===== src/hw/rtl/lgbf_pkg.sv =====
`default_nettype none
// ----------------------------------------------------------------------------
// lgbf_pkg
// Shared types, constants and the flag-word function for the label grid
// boundary flag block.
// ----------------------------------------------------------------------------
package lgbf_pkg;

  localparam int COL_BITS     = 10;
  localparam int ROW_BITS     = 10;
  localparam int MAX_COLS     = 1 << COL_BITS;
  localparam int MAX_ROWS     = 1 << ROW_BITS;
  localparam int LABEL_BITS   = 8;
  localparam int CFG_BITS     = 11;
  localparam int CFG_IDX_BITS = 2;
  localparam int FLAG_BITS    = 5;
  localparam int RES_CNT      = 3;
  localparam int JOB_DEPTH    = 4;
  localparam int JOB_PTR_BITS = $clog2(JOB_DEPTH);

  // flag word bit positions
  localparam int FLG_LEFT   = 0;
  localparam int FLG_RIGHT  = 1;
  localparam int FLG_UP     = 2;
  localparam int FLG_DOWN   = 3;
  localparam int FLG_FILLED = 4;

  typedef enum logic [CFG_IDX_BITS-1:0] {
    CFG_GRID_WIDTH  = 2'd0,
    CFG_GRID_HEIGHT = 2'd1
  } cfg_reg_t;

  // which of the up to three results of one word
  typedef enum logic [1:0] {
    RES_ABOVE = 2'd0,  // cell one row up, same column
    RES_LEFT  = 2'd1,  // last row, one column left
    RES_HERE  = 2'd2   // last row, last column, the cell itself
  } res_sel_t;

  typedef logic [LABEL_BITS-1:0] label_t;
  typedef logic [FLAG_BITS-1:0]  flags_t;

  typedef struct packed {
    logic [RES_CNT-1:0]              mask;
    logic [ROW_BITS-1:0]             row;
    logic [COL_BITS-1:0]             col;
    logic [RES_CNT-1:0][FLAG_BITS-1:0] flags;
  } job_t;

  function automatic flags_t flag_word(label_t s, label_t l, label_t r,
                                       label_t u, label_t d);
    flags_t f;
    f = '0;
    if (s != '0) begin
      f[FLG_FILLED] = 1'b1;
      f[FLG_LEFT]   = (l != s);
      f[FLG_RIGHT]  = (r != s);
      f[FLG_UP]     = (u != s);
      f[FLG_DOWN]   = (d != s);
    end
    return f;
  endfunction

endpackage
`default_nettype wire


===== src/hw/rtl/lgbf_job_fifo.sv =====
`default_nettype none
// ----------------------------------------------------------------------------
// lgbf_job_fifo
// Short job queue between the stencil front and the result back end.
// ----------------------------------------------------------------------------
module lgbf_job_fifo
  import lgbf_pkg::*;
(
  input  wire logic clk,
  input  wire logic rst_n,
  input  wire logic wr_en,
  input  wire job_t wr_job,
  input  wire logic rd_en,
  output logic      full,
  output logic      empty,
  output job_t      head
);

  job_t                  slots [JOB_DEPTH];
  logic [JOB_PTR_BITS-1:0] wr_ptr_r, rd_ptr_r;
  logic [JOB_PTR_BITS:0]   count_r, count_nxt;
  logic do_wr, do_rd;

  assign full  = (count_r == (JOB_PTR_BITS+1)'(JOB_DEPTH));
  assign empty = (count_r == '0);
  assign do_wr = wr_en && !full;
  assign do_rd = rd_en && !empty;
  assign head  = slots[rd_ptr_r];

  always_comb begin
    count_nxt = count_r;
    unique case ({do_wr, do_rd})
      2'b10:   count_nxt = count_r + (JOB_PTR_BITS+1)'(1);
      2'b01:   count_nxt = count_r - (JOB_PTR_BITS+1)'(1);
      default: count_nxt = count_r;
    endcase
  end

  always_ff @(posedge clk) begin
    if (!rst_n) begin
      wr_ptr_r <= '0;
      rd_ptr_r <= '0;
      count_r  <= '0;
    end else begin
      count_r <= count_nxt;
      if (do_wr) wr_ptr_r <= wr_ptr_r + JOB_PTR_BITS'(1);
      if (do_rd) rd_ptr_r <= rd_ptr_r + JOB_PTR_BITS'(1);
    end
  end

  always_ff @(posedge clk) begin
    if (do_wr) slots[wr_ptr_r] <= wr_job;
  end

endmodule
`default_nettype wire


===== config.mk =====
export PLATFORM = sky130hd
export DESIGN_NAME = lgbf_job_fifo
export DESIGN_NICKNAME = d
export VERILOG_FILES = /design/src/hw/rtl/lgbf_pkg.sv /design/src/hw/rtl/lgbf_job_fifo.sv
export SDC_FILE = /design/constraint.sdc
export NUM_CORES = 1
export LEC_CHECK = 0
export BUFFER_PORTS_ARGS = -buffer_cell sky130_fd_sc_hd__buf_2
export CAP_MARGIN = 20
export CORE_MARGIN = 2
export CORE_UTILIZATION = 30
export CTS_BUF_LIST = sky130_fd_sc_hd__clkbuf_16
export DETAILED_ROUTE_END_ITERATION = 10
export GPL_ROUTABILITY_DRIVEN = 0
export SLEW_MARGIN = 5
export SYNTH_ARGS = -nofsm -noshare
export SYNTH_HDL_FRONTEND = slang
export SYNTH_SLANG_ARGS = --single-unit

===== constraint.sdc =====
create_clock -name clk -period 2.9 [get_ports clk]
set_clock_uncertainty 0.15 [all_clocks]
set_input_delay 0.58 -clock clk [delete_from_list [all_inputs] [get_ports clk]]
set_output_delay 0.58 -clock clk [all_outputs]
set_load 0.01 [all_outputs]

==> results.sh <==
export IMPL_crit_required_ps=2170
export IMPL_fin_crit_sh=0.940
export IMPL_vias=2789
export IMPL_synthArstFlopShare=0
export IMPL_grt_ovfl_total=0
export IMPL_syn_avg_cell_area_um2=23.8
export IMPL_dpl_hpwl_um=6460
export IMPL_p_total_w=0.00645
export IMPL_crit_path_start_kind="register"
export IMPL_peakVddDrop_uv=382
export IMPL_fin_crit_ps=2730
export IMPL_clk_latency_ps=420
export IMPL_synth_most_common_cell="edfxtp_1"
export IMPL_leakagePower_nw=2.48
export IMPL_crit_chain="buf_4 > mux4_2 > buf_2"
export IMPL_clk_pin_slew_ps=60
export IMPL_htreeDepth=4
export IMPL_viasPerCell=4.44
export IMPL_track_usage=0.110
export IMPL_grt_pass1_wl_um=17300
export IMPL_syn_inst=252
export IMPL_fill_cells=1808
export IMPL_synth_net_count=300
export IMPL_fmax_mhz=367
export IMPL_antenna_found_initial=1
export IMPL_synth_area_um2=5990
export IMPL_place_area_um2=6790
export IMPL_crit_arrival_ps=2000
export IMPL_die_h_um=145
export IMPL_cts_root_buf="clkbuf_16"
export IMPL_finalInstanceArea_um2=7360
export IMPL_wl_per_cell_um=17.3
export IMPL_setup_violations=0
export IMPL_ios=82
export IMPL_syn_to_final_growth_pct=22.9
export IMPL_ys_top_cells_by_area="edfxtp_1, mux4_2, dfxtp_1, ha_1, buf_12"
export IMPL_rsz0062_at_grt="no"
export IMPL_multi_input_area_um2=1140
export IMPL_tns_ps=0
export IMPL_status="complete, no violations"
export IMPL_netlist_area_leader_share=0.762
export IMPL_ys_top_cells_by_count="edfxtp_1, mux4_2, dfxtp_1"
export IMPL_n_antenna_cell=0
export IMPL_drive_above_1_share=0.446
export IMPL_drt_pre_antenna_iters=4
export IMPL_crit_family="flip-flops"
export IMPL_post_cts_buffers=0
export IMPL_start_util=0.307
export IMPL_layout_nets=398
export IMPL_synth_seq_cells=161
export IMPL_crit_buf_inv=2
export IMPL_synth_top_area_cell="edfxtp_1"
export IMPL_fp_coreArea_um2=19500
export IMPL_ant_nets=0
export IMPL_ys_types=24
export IMPL_cpPeakStageDelay_ps=550
export IMPL_cp_end_kind="primary output"
export IMPL_worstSetupPathType="reg2out"
export IMPL_cts_hold_buf=0
export IMPL_yosysSeqAreaShare=0.792
export IMPL_wl_um=10800
export IMPL_grt_max_degree=39
export IMPL_chipWidth_um=145
export IMPL_seq_area_um2=4750
export IMPL_synth_edf_count=152
export IMPL_maxSlewViolCount=0
export IMPL_worstPathMaxFanout=14
export IMPL_p_per_area_nw_per_um2=876
export IMPL_clock_path_buffers=2
export IMPL_clock_sinks=161
export IMPL_numCtsBuffers=17
export IMPL_grt_pass1_vias=3095
export IMPL_hold_violations=0
export IMPL_drt_first_iter_violations=144
export IMPL_yosys_most_used_dff="edfxtp_1"
export IMPL_worst_pin_slew_ps=441
export IMPL_drc=0
export IMPL_slowest_stage="dfxtp_4"
export IMPL_dieArea_um2=21100
export IMPL_portBuffers=81
export IMPL_yosysWarningCount=0
export IMPL_max_cap_violations=0
export IMPL_cts_resized=0
export IMPL_placementRows=51
export IMPL_tritoncts="yes"
export IMPL_maxSlewHeadroom=0.705
export IMPL_hold_path_class="in2reg"
cells in the final DEF, fill, tap and decap left out, types with 3 or more instances in the layout:
master	netlist	final
edfxtp_1	152	152
buf_2	4	81
mux4_2	38	38
clkbuf_16	0	17
inv_1	6	9
nand2_1	7	7
dfxtp_1	9	7
buf_12	2	6
o21ai_0	5	5
ha_1	5	5
clkinv_2	0	5
and2_2	0	4
bufinv_16	0	3
path summary, 6_finish.rpt:
kind	to	slack (ps)	from	depth (start not counted)
worst min-delay path	slots[1][3]$_DFFE_PP_	220	wr_job[3]	1
worst max-delay path	head[5]	170	register	3
worst min register to register	register	350	rd_ptr_r[0]$_SDFFE_PN0P_	2
worst max register to register	count_r[2]$_SDFFE_PN0P_	610	count_r[2]$_SDFFE_PN0P_	9
per-stage QoR:
stage	worst slack [ps]	utilization	hold WS (ps)	instances
final	174	0.377	224	628
after global routing	22.8	0.377	204	628
after CTS	85.0	0.377	205	628
after detailed placement	474	0.348	331	596
after global placement	543	0.348	320	596
after floorplan	563	-	311	252
per-layer routing:
layer / global-route usage / share of wire / vias to the layer above
met1: 0.131 / 0.43 / 1455
met4: 0.0412 / 0.015 / 2
met2: 0.179 / 0.49 / 71
li1: - / - / 1241
met3: 0.0455 / 0.062 / 20
met5: 0 / 0.0012 / -
sequential cells by signal (all words and copies together), names as in the netlist, named ones only:
register / flops
wr_ptr_r: 2
rd_ptr_r: 2
count_r: 3
slots: 152
power breakdown:
part	total, W	internal [W]	leakage (nW)	switching, W
logic	0.00132	0.000671	0.709	0.000652
registers	0.00294	0.00281	1.47	0.000134
clock network	0.00218	0.00133	0.299	0.000852
cells by family after synthesis:
| kind of cell | Yosys count | share of synthesized area |
|---|---|---|
| muxes | 40 | 0.146 |
| and+or+nand+nor | 20 | 0.0205 |
| buffers and inverters | 16 | 0.0184 |
| adders and majority gates | 6 | 0.0138 |
| AOI/OAI and AO/OA | 7 | 0.00668 |
| DFF | 161 | 0.792 |
| xor gates and xnor gates | 2 | 0.00292 |
final cells by class:
type                    instances  area share
inverters                       6     0.00306
clock buffers                  17      0.0578
clock inverters                15      0.0206
multi-input cells              75       0.155
well taps                     265      0.0450
repair buffers                 89      0.0734
flip-flops and latches        161       0.645
(Power assumes the default switching activity.)
