===== src/hw/rtl/lgbf_pkg.sv =====
`default_nettype none
// ----------------------------------------------------------------------------
// lgbf_pkg
// Shared types, constants and the flag-word function for the label grid
// boundary flag block.
// ----------------------------------------------------------------------------
package lgbf_pkg;

  localparam int COL_BITS     = 10;
  localparam int ROW_BITS     = 10;
  localparam int MAX_COLS     = 1 << COL_BITS;
  localparam int MAX_ROWS     = 1 << ROW_BITS;
  localparam int LABEL_BITS   = 8;
  localparam int CFG_BITS     = 11;
  localparam int CFG_IDX_BITS = 2;
  localparam int FLAG_BITS    = 5;
  localparam int RES_CNT      = 3;
  localparam int JOB_DEPTH    = 4;
  localparam int JOB_PTR_BITS = $clog2(JOB_DEPTH);

  // flag word bit positions
  localparam int FLG_LEFT   = 0;
  localparam int FLG_RIGHT  = 1;
  localparam int FLG_UP     = 2;
  localparam int FLG_DOWN   = 3;
  localparam int FLG_FILLED = 4;

  typedef enum logic [CFG_IDX_BITS-1:0] {
    CFG_GRID_WIDTH  = 2'd0,
    CFG_GRID_HEIGHT = 2'd1
  } cfg_reg_t;

  // which of the up to three results of one word
  typedef enum logic [1:0] {
    RES_ABOVE = 2'd0,  // cell one row up, same column
    RES_LEFT  = 2'd1,  // last row, one column left
    RES_HERE  = 2'd2   // last row, last column, the cell itself
  } res_sel_t;

  typedef logic [LABEL_BITS-1:0] label_t;
  typedef logic [FLAG_BITS-1:0]  flags_t;

  typedef struct packed {
    logic [RES_CNT-1:0]              mask;
    logic [ROW_BITS-1:0]             row;
    logic [COL_BITS-1:0]             col;
    logic [RES_CNT-1:0][FLAG_BITS-1:0] flags;
  } job_t;

  function automatic flags_t flag_word(label_t s, label_t l, label_t r,
                                       label_t u, label_t d);
    flags_t f;
    f = '0;
    if (s != '0) begin
      f[FLG_FILLED] = 1'b1;
      f[FLG_LEFT]   = (l != s);
      f[FLG_RIGHT]  = (r != s);
      f[FLG_UP]     = (u != s);
      f[FLG_DOWN]   = (d != s);
    end
    return f;
  endfunction

endpackage
`default_nettype wire


===== src/hw/rtl/lgbf_back.sv =====
`default_nettype none
// ----------------------------------------------------------------------------
// lgbf_back
// Walks the results of the head job in order, one word per pop, and
// retires the job after its last result.
// ----------------------------------------------------------------------------
module lgbf_back
  import lgbf_pkg::*;
(
  input  wire logic                clk,
  input  wire logic                rst_n,
  input  wire job_t                head,
  input  wire logic                job_empty,
  output logic                     job_pop,
  input  wire logic                pop,
  output logic                     empty,
  output logic [ROW_BITS-1:0]      out_row,
  output logic [COL_BITS-1:0]      out_col,
  output flags_t                   out_boundary_flags,
  output logic                     out_last_of_run
);

  logic [RES_CNT-1:0] done_r, done_nxt, avail, sel_bit;
  res_sel_t sel;
  logic fire;

  assign avail = head.mask & ~done_r;

  always_comb begin
    priority if (avail[RES_ABOVE]) sel = RES_ABOVE;
    else if (avail[RES_LEFT])      sel = RES_LEFT;
    else                           sel = RES_HERE;
  end

  assign sel_bit         = RES_CNT'(1) << sel;
  assign out_last_of_run = ((avail & ~sel_bit) == '0);
  assign empty           = job_empty;
  assign fire            = pop && !job_empty;
  assign job_pop         = fire && out_last_of_run;

  assign out_row = (sel == RES_ABOVE) ? head.row - ROW_BITS'(1) : head.row;
  assign out_col = (sel == RES_LEFT)  ? head.col - COL_BITS'(1) : head.col;
  assign out_boundary_flags = head.flags[sel];

  always_comb begin
    done_nxt = done_r;
    if (fire) done_nxt = out_last_of_run ? '0 : (done_r | sel_bit);
  end

  always_ff @(posedge clk) begin
    if (!rst_n) done_r <= '0;
    else done_r <= done_nxt;
  end

endmodule
`default_nettype wire


===== config.mk =====
export PLATFORM = sky130hd
export DESIGN_NAME = lgbf_back
export DESIGN_NICKNAME = d
export VERILOG_FILES = /design/src/hw/rtl/lgbf_pkg.sv /design/src/hw/rtl/lgbf_back.sv
export SDC_FILE = /design/constraint.sdc
export NUM_CORES = 1
export LEC_CHECK = 0
export BUFFER_PORTS_ARGS = -buffer_cell sky130_fd_sc_hd__buf_2
export CAP_MARGIN = 25
export CORE_UTILIZATION = 30
export DETAILED_ROUTE_END_ITERATION = 7
export PLACE_DENSITY = 0.8
export RECOVER_POWER = 50
export REMOVE_ABC_BUFFERS = 1
export SETUP_SLACK_MARGIN = 0.1
export SLEW_MARGIN = 20
export SYNTH_ARGS = -nofsm -noshare
export SYNTH_HDL_FRONTEND = slang
export SYNTH_SLANG_ARGS = --single-unit

===== constraint.sdc =====
create_clock -name clk -period 2.5 [get_ports clk]
set_input_delay 0.625 -clock clk [delete_from_list [all_inputs] [get_ports clk]]
set_output_delay 0.625 -clock clk [all_outputs]
set_load 0.03 [all_outputs]

==> reports/summary.md, run 1 <==
The flow ran to the end, but the final reports show violations. The final reports fail on negative setup slack. The design draws 0.402 mW. In this run the deepest clock path goes through 2 buffers.

The floorplan has 16 rows. The logs give 0.737 for the remaining max-slew budget at the tightest pin and 0 for the count of final hold-check violations. For the pin with the worst max-slew slack, the measured transition is 393 ps. Setup violations remaining at the end of the flow were counted as 3. In the final layout, the registers with the most flip-flops are done_r (3). The congestion estimate from routability-driven global placement came to 0.741. The number of sinks driven by the clock tree is 3, and the register bit count reported by yosys is 3.

The leading area contributor after synthesis is sky130_fd_sc_hd__xor2_1. Worst min-delay path class: reg -> reg. For this run, the leading register cell type out of synthesis is sky130_fd_sc_hd__dfxtp_1. Entering global routing, the biggest net connects 13 pins. In the routed design, unresolved DRC markers number 0.

TritonCTS built the clock tree. The share of the synthesized area in the top cell type works out to 0.166. The post-synthesis share of cell area spent on xor and xnor gates is 0.235.

The count of input and output buffers works out to 69. Setup repair after global routing could not meet its margin everywhere. In this run the count of I/O pins placed on the die edge is 70. During synthesis, Yosys emitted a total of 0 warnings. The tools report the post-route setup TNS as -112 ps. The run gives 0.168 as the all-layer global routing usage.

The register with the most flip-flops in the layout has 3 of them. Each instance of the synthesized netlist takes up on average 6.54 sq um. At the worst endpoint, the arrival time is 1930 ps. The overall die width works out to 48.0 um. After synthesis, the cell types taking the most area are sky130_fd_sc_hd__xor2_1 (17%), sky130_fd_sc_hd__dfxtp_1 (9.5%), sky130_fd_sc_hd__nor2_1 (9.5%), sky130_fd_sc_hd__nand2_1 (8.9%), sky130_fd_sc_hd__xnor2_1 (6.9%).

The register-to-register setup slack was 1210 ps; the post-route clock period utilization was 1.02. The fraction of synthesized area in multiplexers was 0.0158. In the final layout, flip-flops and latches occupy 60.1 sq um.

Of all nets on the critical path, the largest fanout is 2. By count the netlist is led by sky130_fd_sc_hd__nor2_1 (16), sky130_fd_sc_hd__nand2_1 (15), sky130_fd_sc_hd__xor2_1 (12). The depth of the CTS H-tree was 1; the adder and majority gate portion of the synthesized area was 0.0552.

The number of distinct standard cells referenced by the synthesized netlist was 29; the remaining antenna violation count after routing was 0. Number of cells produced by synthesis: 97. The analysis attributes to cell leakage a power of 0.694 nW. After clock tree synthesis, the clock-pin slew on the worst setup and hold paths is 40 ps. Launching point of the worst reg2reg path: done_r[0]$_SDFFE_PN0P_. The area share of and/or/nand/nor cells after synthesis was 0.456.

The compound-gate portion of the synthesized area came out at 0.0888. The fraction of layout cells with a size suffix above 1 is 0.582. Dividing total power by cell area gives a power density of 302 nW/um^2.

In this run, synthesis inferred 0 flip-flops with an integrated enable. The routed length per placed instance was 12.1 um; the vias after detailed routing was 990. After synthesis the cells add up to 634 sq um. The first detailed-routing pass took 4 iterations.

Wires add up to 2470 um. The top register by number of flip-flops was done_r. The growth of design area from synthesis to finish is 110%. The count of maximum capacitance violations came out at 0. The number of antenna violations at the first check in global routing is 0, and the required time of the critical path is 1880 ps. Die height: 48.0 um. Summed over all nets, the half-perimeter wirelength after detailed placement is 1750 um.

At the end of the flow, the number of nets in the layout was 222. 0 antenna diodes ended up in the layout. The worst ir drop on vdd was 0.241 mV.

The cell sitting at the root of the clock tree is a sky130_fd_sc_hd__clkbuf_4. The total congestion overflow after global routing came out at 0. After filler insertion, the fill cell instance count of the layout stands at 168. The most used standard cell by instance count after synthesis was sky130_fd_sc_hd__nor2_1.

The main combinational cell family by area after synthesis is simple AND/OR/NAND/NOR gates. The worst setup path is captured at a primary output. Post-layout minimum cycle time: 2550 ps. The fraction of registers with async set or reset after synthesis works out to 0.

The worst hold path begins at done_r[2]$_SDFFE_PN0P_. The worst clock skew on the final layout was 2.54 ps; the via density per instance was 4.85. The critical path starts at head[29]. The upper clock frequency limit was 0.391 GHz. The count of hold buffers inserted by post-cts repair is 0, and the detailed router's first-iteration violation count is 19.

The wire length of the first global-routing pass is 2760 um. The logs give 0.320 for the initial cell density of the core and 666 sq um for the combined area of the multi-input logic cells. The placeable core region is 1980 sq um. At the later pin of the worst-skew pair, clock insertion delay measures 230 ps. The count of final max-slew check failures came out at 0. The worst setup margin came out at -54.9 ps. The logs give 769 for the number of global-route vias before repair and 0.0947 for the share of the yosys chip area belonging to registers. Clock tree synthesis inserted a total of 3 buffers. Once layout is done, the placed cells without fillers occupy 1330 sq um.

Startpoint kind of the worst setup timing path: an input port. Area of the die: 2300 sq um. The critical path start-end classification is in -> out.

For the post-place instance area, the log shows 1050 sq um.
[layer usage]
metal,vias to the layer above,share of wire,track usage
met5,-,0,0
met4,0,0.0077,0.0556
met3,2,0.065,0.0189
met2,44,0.58,0.354
met1,455,0.34,0.162
li1,489,-,-
[through the flow]
step | hold WS [ps] | cells | worst slack (ps) | utilization
2_1_floorplan | 453 | 94 | -142 | -
3_3_place_gp | 467 | 197 | -85.3 | 0.530
3_5_place_dp | 475 | 197 | -117 | 0.530
4_1_cts | 487 | 202 | -33.9 | 0.573
5_1_grt | 508 | 204 | -108 | 0.673
6_report | 485 | 204 | -54.9 | 0.673
[report_power, final]
| group | internal (mW) | total [mW] | switching, mW |
|---|---|---|---|
| registers | 0.0495 | 0.0510 | 0.00154 |
| clock network | 0.0598 | 0.0846 | 0.0248 |
| logic | 0.110 | 0.267 | 0.157 |
[final timing paths]
path | endpoint | depth (start not counted)
hold / removal | done_r[2]$_SDFFE_PN0P_ | 1
hold reg to reg | done_r[2]$_SDFFE_PN0P_ | 1
setup / recovery | out_row[8] | 6
setup reg to reg | done_r[0]$_SDFFE_PN0P_ | 4
[cells by family (layout without fill, tap and decap cells)]
kind of cell,after synthesis,count (layout)
and+or+nand+nor,55,55
DFF,3,3
AOI/OAI and AO/OA,10,10
muxes,1,1
buffers and inverters,8,88
xor gates and xnor gates,17,17
adders and majority gates,3,3
[worst max-delay path, stage by stage]
cell and delay [ps]:
sky130_fd_sc_hd__buf_6 90, sky130_fd_sc_hd__or3_4 380, sky130_fd_sc_hd__or3_4 360, sky130_fd_sc_hd__nor2_2 110, sky130_fd_sc_hd__xor2_1 170, sky130_fd_sc_hd__buf_4 190
[placed cells by master (no fill, tap or decap), types with 2 or more instances in the layout]
master | Yosys | routed
sky130_fd_sc_hd__nand4_1 | 2 | 2
sky130_fd_sc_hd__nor2_1 | 16 | 15
sky130_fd_sc_hd__nor2b_1 | 4 | 2
sky130_fd_sc_hd__or4_4 | 1 | 2
sky130_fd_sc_hd__nor2b_4 | 0 | 2
sky130_fd_sc_hd__nor3_4 | 0 | 4
sky130_fd_sc_hd__a31oi_1 | 5 | 5
sky130_fd_sc_hd__xnor2_1 | 5 | 4
sky130_fd_sc_hd__xor2_1 | 12 | 12
sky130_fd_sc_hd__o21ai_0 | 3 | 3
sky130_fd_sc_hd__inv_1 | 5 | 2
sky130_fd_sc_hd__dfxtp_1 | 3 | 3
sky130_fd_sc_hd__clkbuf_4 | 0 | 3
sky130_fd_sc_hd__clkbuf_1 | 1 | 2
sky130_fd_sc_hd__nand2_1 | 15 | 15
sky130_fd_sc_hd__nand2b_1 | 2 | 2
sky130_fd_sc_hd__buf_4 | 1 | 18
sky130_fd_sc_hd__buf_6 | 0 | 12
sky130_fd_sc_hd__a21oi_1 | 2 | 2
sky130_fd_sc_hd__buf_2 | 1 | 47
sky130_fd_sc_hd__inv_4 | 0 | 2
sky130_fd_sc_hd__or3_4 | 2 | 3
[final cells by class]
type / instances / area share
well taps: 27 / 0.0253
flip-flops and latches: 3 / 0.0450
multi-input cells: 86 / 0.499
clock buffers: 4 / 0.0197
repair buffers: 79 / 0.393
inverters: 5 / 0.0178
[what timing repair did]
action,CTS,global route
resized for setup,15,47
buffers inserted,1,2
pin swaps,6,17
hold endpoints to repair,0,0
endpoints found under the setup margin,10,13
(Power assumes the default switching activity.)
==> run 2, diff against run 1 <==
--- a/config.mk
+++ b/config.mk
@@ -7,6 +7,7 @@
 export LEC_CHECK = 0
 export BUFFER_PORTS_ARGS = -buffer_cell sky130_fd_sc_hd__buf_2
 export CAP_MARGIN = 25
+export CORE_ASPECT_RATIO = 0.8
 export CORE_UTILIZATION = 30
 export DETAILED_ROUTE_END_ITERATION = 7
 export PLACE_DENSITY = 0.8
==> run 2 against run 1 <==
The run still ends with negative setup slack left. Via count grew 0.91%. Clock skew is essentially flat. Combinational power is essentially flat. Non-clock buffer count grew 3.
==> reports/summary.md, run 2 (synthesized netlist as in run 1, its figures left out) <==
The largest registers in the layout are done_r (3). The tools report the number of global-route vias before repair as 955 (+24%). The total length of routed wires is 2750 um (+11%). The number of antenna violations at the first check in global routing was 0 (unchanged).

The static leakage power was 0.676 nW (-2.6%). The cell area power density is 305 nW/um^2 (+1.1%), and the die height is 43.1 um (-10%). The sum of net half-perimeters after detailed placement is 1880 um (+7.7%). In this run the worst setup path begins at head[29].

The initial cell density of the core came out at 0.329 (+0.00915). The cell family contributing the most delay on the critical path is simple AND/OR/NAND/NOR gates. The tools report the source of the worst hold timing path as done_r[2]$_SDFFE_PN0P_. For the register-to-register setup slack, the log shows 960 ps (-250 ps).

The remaining max-slew budget at the tightest pin was 0.662 (-0.0751); the first-pass iteration count of the detailed router was 4 (unchanged). The count of input and output buffers works out to 69 (unchanged). STA classifies the critical path endpoint as a primary output.

The post-route clock period utilization was 1.02 (about the same). The all-layer global routing usage was 0.224 (+0.0559); the combined area of the multi-input logic cells was 661 sq um (-0.75%). The clock edge transition at the registers on the reported setup and hold paths is 40 ps (about the same). The worst setup path is of the in -> out kind.

The post-layout minimum cycle time is 2560 ps (+1.02 ps). The number of placed I/O pins is 70 (unchanged), and the largest fanout on the critical path is 2 (unchanged). The via density per instance came out at 4.90 (+0.91%). Worst setup slack after placement: -120 ps (-2.59 ps).

The worst hold path stage count was 1 (unchanged); the depth of the worst register-to-register path was 5 (+1). The worst setup margin is -55.9 ps (-1.02 ps). Counting flops per register, the top entry is done_r. Antenna diode count: 0 (unchanged). The overall die width is 53.4 um (+11%). The most common cell after layout, fill and taps aside is sky130_fd_sc_hd__buf_2.

Fraction of layout cells with a size suffix above 1: 0.578 (-0.00414). The routed length on met3 was 176 um (+9.3%); the number of placement rows was 14 (-2). The upper clock frequency limit was 0.391 GHz (about the same).

The logs give 0.403 mW (+0.25%) for the total power draw and 995 um (+17%) for the routed metal-1 wirelength. Launching point of the worst reg2reg path: done_r[0]$_SDFFE_PN0P_. The run gives 0.712 (-3.9%) as the global placement routability congestion. The count of fill cells added during filler insertion is 147 (-13%). The logs give 2300 sq um (about the same) for the area of the die and 230 ps (about the same) for the clock latency on the worst-skew pair. The TritonCTS buffer count is 3 (unchanged). The logs give 3 (unchanged) for the final count of negative-setup-slack endpoints and 0 (unchanged) for the remaining antenna violation count after routing. The register area was 60.1 sq um (unchanged). In this design, the critical path's most frequently occurring cell is sky130_fd_sc_hd__or3_4. The routed length per placed instance was 13.5 um (+11%); the number of flip-flops in the largest register was 3 (unchanged). The tools report the root buffer selected by CTS as sky130_fd_sc_hd__clkbuf_4.

The flow ran to the end, but the final reports show violations. The checks that failed: negative setup slack. The maximum cell stage delay along the critical path is 380 ps (about the same), and the maximum number of pins on one net before global-route repair is 14 (+1).

In the layout the commonest cells are sky130_fd_sc_hd__buf_2 (42), sky130_fd_sc_hd__buf_4 (22), sky130_fd_sc_hd__nand2_1 (15), sky130_fd_sc_hd__xor2_1 (12), sky130_fd_sc_hd__nor2_1 (11). Logic depth of the worst setup path including buffers: 6 (unchanged). Count of hold buffers inserted by post-cts repair: 0 (unchanged). The run gives 0 (unchanged) as the total congestion overflow after global routing. For this design, the slowest cell found on the critical path is sky130_fd_sc_hd__or3_4.

The number of sinks driven by the clock tree is 3 (unchanged). The required time of the critical path came out at 1880 ps (about the same). Uppermost signal routing layer after detailed routing: met4. The placeable core region is 1930 sq um (-2.8%), and the vias after detailed routing is 999 (+0.91%).

Traced cell by cell, the critical path runs through buf_6 -> or3_4 -> or3_4 -> nor3_4 -> xor2_1 -> buf_4. The slew at the pin closest to its max-slew limit was 507 ps (+114 ps); the worst ir drop on vdd was 0.249 mV (+3.2%). For the depth of the CTS H-tree, the log shows 1 (unchanged). In this run the worst hold path is classified as reg -> reg. The wire length of the first global-routing pass was 3720 um (+35%); the detailed-route DRC error count was 0 (unchanged). The count of final hold-check violations is 0 (unchanged), and the count of final max-slew check failures is 0 (unchanged). The run gives 0 (unchanged) as the count of maximum capacitance violations. The tools report the detailed router's first-iteration violation count as 13 (-6). The worst path arrival time was 1930 ps (about the same); the maximum root-to-sink buffer count was 2 (unchanged). Worst clock skew on the final layout: 2.81 ps (+0.273 ps). TritonCTS built the clock tree.

Setup repair after global routing could not meet its margin everywhere. The startpoint kind of the worst setup timing path is an input port. The total met2 wirelength after detailed routing is 1480 um (+3.0%), and the number of nets in the layout is 225 (+1.4%). The buffering stage count on the worst path with inverters included was 2 (unchanged).

Compared with the post-synthesis result, the final layout area differs by 108%.
-- run 2: changes by cell type in the layout (fill, tap and decap cells not counted), sizes merged --
| cell | previous run | this run |
|---|---|---|
| clkbuf | 5 | 13 |
| buf | 78 | 73 |
-- run 2: what timing repair did --
item / in CTS / in global routing
setup buffers: 3 / 4
endpoints found under the setup margin: 11 / 14
pin swaps: 10 / 14
gates resized for setup: 30 / 35
-- run 2: metal layers --
layer	GRT usage	vias to the layer above
li1	-	492
met1	0.207	447
met2	0.453	52
met3	0.0287	8
met4	0.111	0
met5	0	-
-- run 2: metrics by stage --
step	cell area, sq um	util	setup TNS, ps	cells	hold WS [ps]
after global placement	1040	0.539	-156	193	470
after floorplan	618	-	-355	94	453
after detailed placement	1040	0.539	-304	193	490
final	1320	0.686	-146	204	513
after CTS	1210	0.630	-92.4	200	512
after global routing	1320	0.686	-487	204	529
-- run 2: cell type report --
cell class | instances | area share
flip-flops and latches | 3 | 0.0454
clock buffers | 4 | 0.0199
inverters | 5 | 0.0180
well taps | 24 | 0.0227
multi-input cells | 86 | 0.500
repair buffers | 82 | 0.395
-- run 2: power by group --
part	switching, mW	internal [mW]
clock network	0.0265	0.0599
logic	0.159	0.107
registers	0.00161	0.0495
total	0.187	0.217
-- run 2: worst paths after layout --
path,endpoint
setup / recovery,out_row[9]
hold / removal,done_r[2]$_SDFFE_PN0P_
setup reg to reg,done_r[2]$_SDFFE_PN0P_
hold reg to reg,done_r[2]$_SDFFE_PN0P_
